--- config.mk ---
export PLATFORM = sky130hd
export DESIGN_NAME = door_servo_sequencer_flat
export DESIGN_NICKNAME = d
export VERILOG_FILES = /design/src/hdl/dss_pkg.sv /design/src/hdl/dss_if.sv /design/src/hdl/dss_core.sv /design/src/hdl/door_servo_sequencer.sv /design/src/flat_wrapper.sv
export VERILOG_INCLUDE_DIRS = /design/src /design/src/hdl
export SDC_FILE = /design/constraint.sdc
export NUM_CORES = 1
export LEC_CHECK = 0
export ABC_AREA = 0
export BUFFER_PORTS_ARGS = -buffer_cell sky130_fd_sc_hd__buf_2
export CAP_MARGIN = 20
export CORE_MARGIN = 4
export CORE_UTILIZATION = 50
export DETAILED_ROUTE_END_ITERATION = 6
export HOLD_SLACK_MARGIN = 0.03
export PLACE_DENSITY = 0.73
export SKIP_CTS_REPAIR_TIMING = 1
export SLEW_MARGIN = 5
export SYNTH_ARGS = -nofsm -noshare
export SYNTH_HDL_FRONTEND = slang
export SYNTH_SLANG_ARGS = --single-unit
export TNS_END_PERCENT = 5
--- constraint.sdc ---
create_clock -name clk -period 7.3 [get_ports clk]
set_clock_uncertainty 0.15 [all_clocks]
set_input_delay 1.46 -clock clk [delete_from_list [all_inputs] [get_ports clk]]
set_output_delay 1.46 -clock clk [all_outputs]
set_load 0.005 [all_outputs]
--- src/hdl/assert_macros.svh ---
// assertion macros shared by the door sequencer rtl
`ifndef ASSERT_MACROS_SVH
`define ASSERT_MACROS_SVH
`ifndef SYNTHESIS
// property checked every clock, skipped while reset is high
`define DSS_ASSERT(lbl, clk, rst, prop) \
  lbl: assert property (@(posedge clk) disable iff (rst) prop) \
    else $error("dss assertion failed");
// property checked every clock, reset included
`define DSS_ASSERT_ALWAYS(lbl, clk, prop) \
  lbl: assert property (@(posedge clk) prop) \
    else $error("dss assertion failed");
`else
`define DSS_ASSERT(lbl, clk, rst, prop)
`define DSS_ASSERT_ALWAYS(lbl, clk, prop)
`endif
`endif

--- src/hdl/dss_pkg.sv ---
// types and constants of the door servo sequencer
`timescale 1ns / 1ps
package dss_pkg;

  localparam int CFG_BITS = 24;
  localparam int STEP_BITS = 16;
  localparam int CFG_IDX_BITS = 3;
  localparam int COUNTER_BITS_DEF = 24;

  typedef enum logic [CFG_IDX_BITS-1:0] {
    REG_DEBOUNCE  = 3'd0,
    REG_SHORT     = 3'd1,
    REG_STAGE     = 3'd2,
    REG_PERIOD    = 3'd3,
    REG_PULSE_MIN = 3'd4,
    REG_PULSE_MAX = 3'd5,
    REG_STEP      = 3'd6,
    REG_POLL      = 3'd7
  } cfg_reg_t;

  localparam logic [CFG_BITS-1:0]  DEBOUNCE_RST  = 24'd80000;
  localparam logic [CFG_BITS-1:0]  SHORT_RST     = 24'd400000;
  localparam logic [CFG_BITS-1:0]  STAGE_RST     = 24'd4000000;
  localparam logic [CFG_BITS-1:0]  PERIOD_RST    = 24'd1600000;
  localparam logic [CFG_BITS-1:0]  PULSE_MIN_RST = 24'd56000;
  localparam logic [CFG_BITS-1:0]  PULSE_MAX_RST = 24'd120000;
  localparam logic [STEP_BITS-1:0] STEP_RST      = 16'd1000;
  localparam logic [CFG_BITS-1:0]  POLL_RST      = 24'd10000;

  typedef struct packed {
    logic [CFG_BITS-1:0]  debounce;
    logic [CFG_BITS-1:0]  short_delay;
    logic [CFG_BITS-1:0]  stage_delay;
    logic [CFG_BITS-1:0]  pwm_period;
    logic [CFG_BITS-1:0]  pulse_min;
    logic [CFG_BITS-1:0]  pulse_max;
    logic [STEP_BITS-1:0] pulse_step;
    logic [CFG_BITS-1:0]  poll_interval;
  } dss_cfg_t;

  typedef struct packed {
    logic servo_pulse;
    logic led_four;
    logic led_five;
    logic led_six;
    logic door_is_open;
  } dss_result_t;

endpackage

--- src/hdl/dss_if.sv ---
// valid/ready channels for sensor samples and controller outputs
`timescale 1ns / 1ps
interface dss_in_if;
  logic valid;
  logic ready;
  logic presence;

  modport source (output valid, output presence, input ready);
  modport sink (input valid, input presence, output ready);
endinterface

interface dss_out_if;
  logic valid;
  logic ready;
  logic servo_pulse;
  logic led_four;
  logic led_five;
  logic led_six;
  logic door_is_open;

  modport source (output valid, output servo_pulse, output led_four, output led_five,
                  output led_six, output door_is_open, input ready);
  modport sink (input valid, input servo_pulse, input led_four, input led_five,
                input led_six, input door_is_open, output ready);
endinterface

--- src/hdl/dss_core.sv ---
// door sequencer state machine, one tick per advance
`timescale 1ns / 1ps
module dss_core #(
  parameter int CounterBits = dss_pkg::COUNTER_BITS_DEF
) (
  input  logic                 clk,
  input  logic                 rst,
  input  logic                 advance,
  input  logic                 presence,
  input  dss_pkg::dss_cfg_t    cfg,
  output dss_pkg::dss_result_t result_next
);
  import dss_pkg::*;
  `include "assert_macros.svh"

  localparam int CW = CounterBits;
  localparam int SW = ((CW > CFG_BITS) ? CW : CFG_BITS) + 1;

  typedef enum logic [3:0] {
    PH_IDLE        = 4'd0,
    PH_DEBOUNCE    = 4'd1,
    PH_SHORT_OPEN  = 4'd2,
    PH_STAGE5      = 4'd3,
    PH_STAGE6      = 4'd4,
    PH_SWEEP_UP    = 4'd5,
    PH_POLL        = 4'd6,
    PH_CLOSE_WAIT  = 4'd7,
    PH_SWEEP_DOWN  = 4'd8,
    PH_SHORT_CLOSE = 4'd9
  } phase_t;

  // led bit positions
  localparam int L4 = 0;
  localparam int L5 = 1;
  localparam int L6 = 2;

  phase_t         phase, phase_next;
  logic [CW-1:0]  cnt, cnt_next;
  logic [CW-1:0]  width, width_next;
  logic           pulse_high, pulse_high_next;
  logic [2:0]     led, led_next;
  logic           open_flag, open_flag_next;

  logic [SW-1:0]  step_ext, w_ext, up_w, dn_w, period_ext, low_diff;
  logic           up_ok, dn_ok, sweep_empty;
  logic [CW-1:0]  low_len;

  function automatic logic [CW-1:0] fit(input logic [CFG_BITS-1:0] v);
    logic [SW-1:0] t;
    t = SW'(v);
    return t[CW-1:0];
  endfunction

  // sweep arithmetic, wide enough that nothing wraps
  assign step_ext    = (cfg.pulse_step == '0) ? SW'(1) : SW'(cfg.pulse_step);
  assign w_ext       = SW'(width);
  assign up_w        = w_ext + step_ext;
  assign dn_w        = w_ext - step_ext;
  assign up_ok       = up_w <= SW'(cfg.pulse_max);
  assign dn_ok       = (w_ext >= step_ext) && (dn_w >= SW'(cfg.pulse_min));
  assign period_ext  = SW'(cfg.pwm_period);
  assign low_diff    = period_ext - w_ext;
  assign low_len     = (period_ext > w_ext) ? low_diff[CW-1:0] : CW'(1);
  assign sweep_empty = cfg.pulse_min > cfg.pulse_max;

  always_comb begin
    phase_next      = phase;
    cnt_next        = cnt;
    width_next      = width;
    pulse_high_next = pulse_high;
    led_next        = led;
    open_flag_next  = open_flag;
    priority if (phase == PH_IDLE) begin
      if (presence) begin
        phase_next = PH_DEBOUNCE;
        cnt_next   = fit(cfg.debounce);
      end
    end else if (phase > PH_SHORT_CLOSE) begin
      phase_next      = PH_IDLE;
      pulse_high_next = 1'b0;
    end else if (cnt > CW'(1)) begin
      cnt_next = cnt - CW'(1);
    end else begin
      unique case (phase)
        PH_DEBOUNCE: begin
          led_next[L4]   = 1'b0;
          open_flag_next = 1'b1;
          phase_next     = PH_SHORT_OPEN;
          cnt_next       = fit(cfg.short_delay);
        end
        PH_SHORT_OPEN: begin
          led_next[L5] = 1'b1;
          phase_next   = PH_STAGE5;
          cnt_next     = fit(cfg.stage_delay);
        end
        PH_STAGE5: begin
          led_next[L6] = 1'b1;
          phase_next   = PH_STAGE6;
          cnt_next     = fit(cfg.stage_delay);
        end
        PH_STAGE6: begin
          if (sweep_empty) begin
            pulse_high_next = 1'b0;
            phase_next      = PH_POLL;
            cnt_next        = CW'(1);
          end else begin
            width_next      = fit(cfg.pulse_min);
            pulse_high_next = 1'b1;
            led_next        = '0;
            phase_next      = PH_SWEEP_UP;
            cnt_next        = fit(cfg.pulse_min);
          end
        end
        PH_SWEEP_UP: begin
          if (pulse_high) begin
            pulse_high_next = 1'b0;
            cnt_next        = low_len;
          end else if (up_ok) begin
            width_next      = up_w[CW-1:0];
            pulse_high_next = 1'b1;
            led_next        = '0;
            cnt_next        = up_w[CW-1:0];
          end else begin
            pulse_high_next = 1'b0;
            phase_next      = PH_POLL;
            cnt_next        = CW'(1);
          end
        end
        PH_POLL: begin
          if (!presence) begin
            led_next[L6] = 1'b1;
            led_next[L4] = 1'b1;
            phase_next   = PH_CLOSE_WAIT;
            cnt_next     = fit(cfg.stage_delay);
          end else begin
            cnt_next = fit(cfg.poll_interval);
          end
        end
        PH_CLOSE_WAIT: begin
          if (sweep_empty) begin
            pulse_high_next = 1'b0;
            open_flag_next  = 1'b0;
            led_next[L4]    = 1'b1;
            phase_next      = PH_SHORT_CLOSE;
            cnt_next        = fit(cfg.short_delay);
          end else begin
            width_next      = fit(cfg.pulse_max);
            pulse_high_next = 1'b1;
            led_next        = '0;
            phase_next      = PH_SWEEP_DOWN;
            cnt_next        = fit(cfg.pulse_max);
          end
        end
        PH_SWEEP_DOWN: begin
          if (pulse_high) begin
            pulse_high_next = 1'b0;
            cnt_next        = low_len;
          end else if (dn_ok) begin
            width_next      = dn_w[CW-1:0];
            pulse_high_next = 1'b1;
            led_next        = '0;
            cnt_next        = dn_w[CW-1:0];
          end else begin
            pulse_high_next = 1'b0;
            open_flag_next  = 1'b0;
            led_next[L4]    = 1'b1;
            phase_next      = PH_SHORT_CLOSE;
            cnt_next        = fit(cfg.short_delay);
          end
        end
        default: begin
          // end of short closing delay
          phase_next = PH_IDLE;
          cnt_next   = '0;
        end
      endcase
    end
  end

  always_ff @(posedge clk) begin
    if (rst) begin
      phase      <= PH_IDLE;
      cnt        <= '0;
      width      <= '0;
      pulse_high <= 1'b0;
      led        <= '0;
      open_flag  <= 1'b0;
    end else if (advance) begin
      phase      <= phase_next;
      cnt        <= cnt_next;
      width      <= width_next;
      pulse_high <= pulse_high_next;
      led        <= led_next;
      open_flag  <= open_flag_next;
    end
  end

  assign result_next.servo_pulse  = pulse_high_next;
  assign result_next.led_four     = led_next[L4];
  assign result_next.led_five     = led_next[L5];
  assign result_next.led_six      = led_next[L6];
  assign result_next.door_is_open = open_flag_next;

  `DSS_ASSERT(a_pulse_in_sweep, clk, rst,
              pulse_high |-> (phase == PH_SWEEP_UP || phase == PH_SWEEP_DOWN))
  `DSS_ASSERT(a_closed_before_open, clk, rst,
              (phase == PH_IDLE || phase == PH_DEBOUNCE) |-> !open_flag)
  `DSS_ASSERT(a_idle_holds, clk, rst,
              (advance && phase == PH_IDLE && !presence) |=> (phase == PH_IDLE))

endmodule

--- src/hdl/door_servo_sequencer.sv ---
// top level of the door servo sequencer: config registers, input and output stages
//
//  channel   dir  transfer payload                       notes
//  sensor    in   presence (1)                           one sample per timing tick
//  status    out  servo_pulse, led_four/five/six,        one result per sample
//                 door_is_open (1 each)
//  cfg       in   cfg_we, cfg_index (3), cfg_data (24)   write only, taken every edge
//
// one sample per cycle sustained while status is ready; a sample passes the input stage, then the result register
// the whole tick update is one pass of the state machine between the two stages
// a stalled result holds in its register while one more sample waits in the input stage
// synchronous reset clears the state machine and loads the register defaults
`timescale 1ns / 1ps
module door_servo_sequencer #(
  parameter int COUNTER_BITS = dss_pkg::COUNTER_BITS_DEF
) (
  input  logic                              clk,
  input  logic                              rst,
  dss_in_if.sink                            sensor,
  dss_out_if.source                         status,
  input  logic                              cfg_we,
  input  logic [dss_pkg::CFG_IDX_BITS-1:0]  cfg_index,
  input  logic [dss_pkg::CFG_BITS-1:0]      cfg_data
);
  import dss_pkg::*;
  `include "assert_macros.svh"

  dss_cfg_t    cfg;
  dss_result_t result_next, result_q;
  logic        stage_valid, stage_presence;
  logic        out_valid;
  logic        advance, take;
  cfg_reg_t    cfg_sel;

  assign cfg_sel = cfg_reg_t'(cfg_index);

  always_ff @(posedge clk) begin
    if (rst) begin
      cfg.debounce      <= DEBOUNCE_RST;
      cfg.short_delay   <= SHORT_RST;
      cfg.stage_delay   <= STAGE_RST;
      cfg.pwm_period    <= PERIOD_RST;
      cfg.pulse_min     <= PULSE_MIN_RST;
      cfg.pulse_max     <= PULSE_MAX_RST;
      cfg.pulse_step    <= STEP_RST;
      cfg.poll_interval <= POLL_RST;
    end else if (cfg_we) begin
      unique case (cfg_sel)
        REG_DEBOUNCE:  cfg.debounce      <= cfg_data;
        REG_SHORT:     cfg.short_delay   <= cfg_data;
        REG_STAGE:     cfg.stage_delay   <= cfg_data;
        REG_PERIOD:    cfg.pwm_period    <= cfg_data;
        REG_PULSE_MIN: cfg.pulse_min     <= cfg_data;
        REG_PULSE_MAX: cfg.pulse_max     <= cfg_data;
        REG_STEP:      cfg.pulse_step    <= cfg_data[STEP_BITS-1:0];
        REG_POLL:      cfg.poll_interval <= cfg_data;
        default:       cfg.poll_interval <= cfg.poll_interval;
      endcase
    end
  end

  // sample moves into the result register when that register is free or drained
  assign advance      = stage_valid && (!out_valid || status.ready);
  assign sensor.ready = !stage_valid || advance;
  assign take         = sensor.valid && sensor.ready;

  always_ff @(posedge clk) begin
    if (rst) begin
      stage_valid <= 1'b0;
      out_valid   <= 1'b0;
    end else begin
      stage_valid <= take || (stage_valid && !advance);
      if (advance) begin
        out_valid <= 1'b1;
      end else if (status.ready) begin
        out_valid <= 1'b0;
      end
    end
  end

  always_ff @(posedge clk) begin
    if (take) begin
      stage_presence <= sensor.presence;
    end
    if (advance) begin
      result_q <= result_next;
    end
  end

  dss_core #(
    .CounterBits (COUNTER_BITS)
  ) u_core (
    .clk         (clk),
    .rst         (rst),
    .advance     (advance),
    .presence    (stage_presence),
    .cfg         (cfg),
    .result_next (result_next)
  );

  assign status.valid        = out_valid;
  assign status.servo_pulse  = result_q.servo_pulse;
  assign status.led_four     = result_q.led_four;
  assign status.led_five     = result_q.led_five;
  assign status.led_six      = result_q.led_six;
  assign status.door_is_open = result_q.door_is_open;

  `DSS_ASSERT(a_no_take_when_full, clk, rst,
              (stage_valid && out_valid && !status.ready) |-> !sensor.ready)
  `DSS_ASSERT(a_take_fills_stage, clk, rst, take |=> stage_valid)
  `DSS_ASSERT(a_result_drops_on_transfer, clk, rst,
              $fell(out_valid) |-> $past(status.ready))

endmodule

--- src/flat_wrapper.sv ---
// flat-port wrapper written by rule: the top's interface ports become plain ports
module door_servo_sequencer_flat import dss_pkg::*;
#(
  parameter int COUNTER_BITS = dss_pkg::COUNTER_BITS_DEF
)
  (clk, rst, cfg_we, cfg_index, cfg_data, sensor_valid, sensor_presence, sensor_ready, status_valid, status_servo_pulse, status_led_four, status_led_five, status_led_six, status_door_is_open, status_ready);
  dss_in_if sensor_i ();
  dss_out_if status_i ();
  input  logic clk;
  input  logic rst;
  input  logic cfg_we;
  input  logic [dss_pkg::CFG_IDX_BITS-1:0] cfg_index;
  input  logic [dss_pkg::CFG_BITS-1:0] cfg_data;
  input wire logic [$bits(sensor_i.valid)-1:0] sensor_valid;
  input wire logic [$bits(sensor_i.presence)-1:0] sensor_presence;
  output wire logic [$bits(sensor_i.ready)-1:0] sensor_ready;
  output wire logic [$bits(status_i.valid)-1:0] status_valid;
  output wire logic [$bits(status_i.servo_pulse)-1:0] status_servo_pulse;
  output wire logic [$bits(status_i.led_four)-1:0] status_led_four;
  output wire logic [$bits(status_i.led_five)-1:0] status_led_five;
  output wire logic [$bits(status_i.led_six)-1:0] status_led_six;
  output wire logic [$bits(status_i.door_is_open)-1:0] status_door_is_open;
  input wire logic [$bits(status_i.ready)-1:0] status_ready;
  assign sensor_i.valid = sensor_valid;
  assign sensor_i.presence = sensor_presence;
  assign sensor_ready = sensor_i.ready;
  assign status_valid = status_i.valid;
  assign status_servo_pulse = status_i.servo_pulse;
  assign status_led_four = status_i.led_four;
  assign status_led_five = status_i.led_five;
  assign status_led_six = status_i.led_six;
  assign status_door_is_open = status_i.door_is_open;
  assign status_i.ready = status_ready;
  door_servo_sequencer #(.COUNTER_BITS(COUNTER_BITS)) u_core (.clk(clk), .rst(rst), .sensor(sensor_i), .status(status_i), .cfg_we(cfg_we), .cfg_index(cfg_index), .cfg_data(cfg_data));
endmodule
# Yosys cells after proc, flatten, opt, wreduce, memory -nomap -nowiden
# Index checks and enable logic that the tools add are counted.
[totals]
reg_bits = 249
in_bits = 33
elab_cells = 160
[op_classes]
add_sub_neg = 4
magnitude_cmp = 7
eq_ne = 29
n_mux = 67
bitwise = 3
n_reduce_logical = 28
[op_table]
columns = ["cell", "count"]
rows = [
  ["$mux W24", 18],
  ["$pmux W24 S7", 1],
  ["$pmux W24 S4", 1],
  ["$gt A24 B24 Y1", 2],
  ["$mux W4", 9],
  ["$pmux W4 S8", 1],
  ["$add A24 B16 Y25", 1],
  ["$ge A25 B24 Y1", 1],
  ["$le A25 B24 Y1", 1],
  ["$sub A24 B16 Y25", 1],
  ["$ge A24 B16 Y1", 1],
  ["$gt A24 B1 Y1 const B", 1],
  ["$sub A24 B1 Y24 const B", 1],
  ["$sub A24 B24 Y24", 1],
  ["$mux W1", 21],
  ["$mux W3", 7],
  ["$ne A4 B4 Y1 const B", 5],
  ["$eq A4 B3 Y1 const B", 4],
  ["$logic_not A16 Y1", 1],
  ["$mux W16", 1],
  ["$reduce_and A2 Y1", 8],
  ["$ne A2 B2 Y1 const B", 7],
  ["$eq A3 B3 Y1 const B", 4],
  ["$pmux W1 S6", 2],
  ["other kinds (23)", 38],
]

# Depth between registers and ports, before layout
[depth]
depth_word = 11
mapped_depth = 22

# Cells and area by module
# From an unflattened synthesis, not the netlist that was laid out.
[unflattened]
hier_cells = 2294
hier_area_um2 = 18770.5
[modules_own_cells]
columns = ["mod", "instances", "cells_each", "area_each_um2", "seq_area_each_um2"]
rows = [
  ["dss_core", 1, 1617, 11330.9, 1141.1],
  ["door_servo_sequencer", 1, 677, 7439.6, 3903.7],
]

# Least setup slack after synthesis
# No wires, ideal clock.
[synth_timing]
kind = "reg-to-reg"
startpoint = "reg u_core.cfg[35] (netlist name)"
endpoint = "reg u_core.u_core.width[17]"
arrival_time_ns = 4.957
required_ns = 7.019
slack_ns = 2.062
path_stages_with_launch = 23
cell_sequence = "dfxtp_1 nor3_1 a41o_1 ha_1 fa_1 nor2b_1 o311a_1 o31a_1 o21ba_2 or4_1 nand3_1 inv_1 ha_1 a211oi_1 nor2_1 a2111oi_0 o211ai_1 nand2_1 nand2_1 a2111o_1 buf_4 a211oi_2 o32ai_1"
[synth_via]
elab_chain_cells = 7
[synth_rtl]
columns = ["element", "line_no", "rtl"]
rows = [
  ["$logic_not A16 Y1", "dss_core.sv:55", "assign step_ext = (cfg.pulse_step == '0) ? SW'(1) : SW'(cfg.pulse_step);"],
  ["$mux W16 *", "dss_core.sv:55", ""],
  ["$sub A24 B16 Y25", "dss_core.sv:58", "assign dn_w = w_ext - step_ext;"],
  ["$ge A25 B24 Y1", "dss_core.sv:60", "assign dn_ok = (w_ext >= step_ext) && (dn_w >= SW'(cfg.pulse_min));"],
  ["$logic_and A1 B1 Y1", "dss_core.sv:60", ""],
  ["$ne A2 B2 Y1 (no line)", "--", ""],
  ["$reduce_and A11 Y1 (no line)", "--", ""],
  ["to (signal assigned)", "dss_core.sv:191", "width <= width_next;"],
  ["to (decl)", "dss_core.sv:39", "logic [CW-1:0] width, width_next;"],
]
# Mark *: on every way between the ends. The rest lies on a longest branch, timed or not. The select of a mux whose other input is x is not followed.
# A chain may end at the register's enable or synchronous reset.

# Worst setup path in the final report
[layout_timing]
startpoint = "reg u_core.cfg[35] (netlist name)"
endpoint = "reg u_core.u_core.width[21]"
[layout_via]
elab_chain_cells = 7
[layout_rtl]
columns = ["element", "line_no"]
rows = [
  ["$logic_not A16 Y1", "dss_core.sv:55"],
  ["$mux W16 *", "dss_core.sv:55"],
  ["$sub A24 B16 Y25", "dss_core.sv:58"],
  ["$ge A25 B24 Y1", "dss_core.sv:60"],
  ["$logic_and A1 B1 Y1", "dss_core.sv:60"],
  ["$ne A2 B2 Y1 (no line)", "--"],
  ["$reduce_and A11 Y1 (no line)", "--"],
]
# Marks and branches as above.

==> metrics.cfg <==
[sta]
rsz0062_at_grt = false
clock.fmax_ghz = 0.149
slew_headroom_pct = 21.1
slew_viol_final = 0
min_period_ns = 6.73
finalSetupTns_ns = 0
hold_violations = 0
worst_pin_slew_ns = 1.18
fin_crit_sh_pct = 92.2
setup_viol = 0

[setup_path]
r2r-start = u_core.cfg[35]
crit_chain = nor3_1 -> a41o_1 -> ha_1 -> fa_1 -> nor2b_1 -> o311a_1 -> o31a_1 -> o21ai_1 -> nand2_1 -> nand4_1 -> xnor2_1 -> ha_1 -> a21o_1 -> a221o_1 -> a21oi_1 -> o211ai_1 -> nand2_1 -> nand2_1 -> a2111oi_4 -> nand2_4 -> a221oi_1
slowest_delay_ns = 0.86
cp_slowest_cell = a2111oi_4
critical_path_buf_inv_count = 0
start_kind = flop
cpLargestDelayFamily = compound AO/OA/AOI/OAI gates
crit_fanout = 18
setup.worst_path.start = u_core.cfg[35]
ff2ff_setup_slack_ns = 0.57
required_ns = 7.63
cp_data_arrival_time_ns = 7.06
critical_path_class = reg -> reg
cp_common_cell = nand2_1
endpoint_kind = flop

[place]
place.port_buffers = 39
dpl.hpwl_um = 57400
gp_congestion = 1.10
dpl_cell_area_sq_um = 18100

[detailed_routing]
wirelength_um = 77300
drtPass1Iterations = 7
drt-initial-drc-count = 2566
vias = 19295
wire_per_inst_um = 27.3
post-route-drc-count = 5
drtAntennaViolNets = 0
via_per_inst = 6.82

[die]
die_width_um = 196
start_util_pct = 51.0
core_sq_um = 34700
die_area_sq_um = 38500
num_io_pins = 40
rows = 68
die_h_um = 196

[logic_synthesis]
synth_commonest_cells = 470 x nand2_1, 243 x dfxtp_1, 237 x a21oi_1, 135 x clkbuf_1, 132 x inv_1
synthTopCellsByArea = dfxtp_1 27%, nand2_1 10%, ha_1 9.3%
ys_types = 89
synth_top_flop_cell = dfxtp_1
yosysTopAreaCell = dfxtp_1
synth_edf_count = 6
netlist.area_leader.share_pct = 27.5
yosys_warnings = 0
async_flop_share_pct = 0
syn_area_sq_um = 17700
synth_nets = 2575
synth_most_common_cell = nand2_1
yosys_register_bits = 249
syn_avg_cell_area_sq_um = 7.36
yosysSeqAreaShare_pct = 28.5
syn_inst = 2408

[global_route]
grt_pass1_vias = 17492
grt-ovfl-total = 0
grt_max_degree = 108
antenna_found_initial = 1
track_usage_pct = 38.3
grt_pass1_wl_um = 113000

[cts]
cts.sinks = 249
clk_pin_slew_ns = 0.07
cts_tree = yes
cts_root_buf = clkbuf_16
cts.path.max_buffers = 3
worstSkewPairLatency_ns = 0.58
cts_buffers = 29
htree_levels = 1

[finish]
postLayoutCellArea_sq_um = 19200
synthToLayoutAreaGrowth_pct = 8.13
drive_gt1_share_pct = 7.59
fin_nets = 2517
fin_util_pct = 55.2

[pwr]
sw_frac_of_total_pct = 37.0
clockPowerShare_pct = 35.9
power_density_nw_per_um2 = 221
power_switching_mw = 1.56
peakVddDrop_mv = 0.204
seqPwrFrac_pct = 35.0
p_int_mw = 2.66
leakagePower_nw = 7.32
comb_power_share_pct = 29.1

[min_path]
hp-class = reg -> reg
min_from = u_core.cfg[5]

[status]
violations = DRC
status = finished with violations

[run]
cap_violations = 0

[stage by stage]
step | setup slack (ns) | power (mW) | hold slack (ns) | instances
floorplan | 2.06 | 2.27 | 0.283 | 2408
global placement | 0.879 | 2.67 | 0.293 | 2772
CTS | 0.751 | 4.18 | 0.306 | 2825
finish | 0.572 | 4.23 | 0.305 | 2828
detailed placement | 0.790 | 2.68 | 0.298 | 2772
global route | 0.340 | 4.35 | 0.326 | 2827
[cells by family (layout without fill, tap and decap cells)]
logic type                 count (synthesis)  count (layout)  share of synthesized area [%]
DFF                                      249             249                           28.5
adders and majority gates                136             136                           9.70
muxes                                     15              15                          0.897
AOI/OAI and AO/OA                        732             732                           27.9
and+or+nand+nor                          900             900                           22.9
other                                      0               1                              0
buffers and inverters                    307             271                           6.80
xor gates and xnor gates                  69              69                           3.41
[layout make-up]
| class | count | area (sq um) |
|---|---|---|
| fillers | 3384 | 15600 |
| diodes | 1 | 2.50 |
| flip-flops and latches | 249 | 5040 |
| well taps | 455 | 569 |
| multi-input cells | 1852 | 11500 |
| repair buffers | 83 | 559 |
| inverters | 135 | 507 |
| clock inverters | 15 | 148 |
| clock buffers | 38 | 820 |
[final timing paths]
path,cells after the start,to
hold / removal,2,u_core.cfg[5]
setup / recovery,21,u_core.u_core.width[21]
setup reg to reg,21,u_core.u_core.width[21]
hold reg to reg,2,u_core.cfg[5]
[layer usage]
| metal | up-vias | wire, um | track usage (%) |
|---|---|---|---|
| met4 | 0 | 5680 | 22.0 |
| met3 | 308 | 8880 | 6.68 |
| met1 | 9074 | 30400 | 52.6 |
| met2 | 1333 | 32400 | 56.7 |
| li1 | 8580 | - | - |
| met5 | - | 0 | 0 |
[placed cells by master (no fill, tap or decap), drive strengths merged, types with 15 or more instances in the layout]
master	netlist	layout
a31oi	15	15
o211ai	53	53
o31ai	19	19
o221ai	17	17
a22oi	24	24
nand2b	22	22
a221oi	20	20
nor2	119	119
nand2	472	472
nand4	29	29
and3	19	19
o22ai	21	21
o21ai	97	97
clkbuf	151	38
a222oi	15	15
a211oi	61	61
inv	132	137
buf	21	83
nand3	81	81
nor2b	20	20
xnor2	56	56
a21o	22	22
nor4	19	19
nor3	69	69
ha	131	131
dfxtp	243	243
a21oi	237	237
[power by group through the flow]
| stage | registers, mW | logic, mW | clock network (mW) |
|---|---|---|---|
| final | 1.48 | 1.23 | 1.52 |
| after global routing | 1.48 | 1.30 | 1.57 |
| after CTS | 1.48 | 1.18 | 1.52 |
| after detailed placement | 1.51 | 1.17 | 0 |
| after global placement | 1.50 | 1.16 | 0 |
| after floorplan | 1.47 | 0.796 | 0 |
[registers in the layout, indices dropped and copies added (netlist names), 3 cells and up]
name and flops:
u_core.cfg 184, u_core.u_core.cnt 24, u_core.u_core.width 24, u_core.u_core.phase 4, u_core.u_core.led 3
[worst reg2reg max path: stages, from the launching register on]
cell and delay, ns:
dfxtp_1 0.38, nor3_1 0.13, a41o_1 0.31, ha_1 0.23
fa_1 0.43, nor2b_1 0.16, o311a_1 0.34, o31a_1 0.33
o21ai_1 0.41, nand2_1 0.22, nand4_1 0.17, xnor2_1 0.28
ha_1 0.36, a21o_1 0.17, a221o_1 0.33, a21oi_1 0.22
o211ai_1 0.14, nand2_1 0.13, nand2_1 0.20, a2111oi_4 0.86
nand2_4 0.31, a221oi_1 0.36
Note: power is estimated with default switching activity, not from simulation.
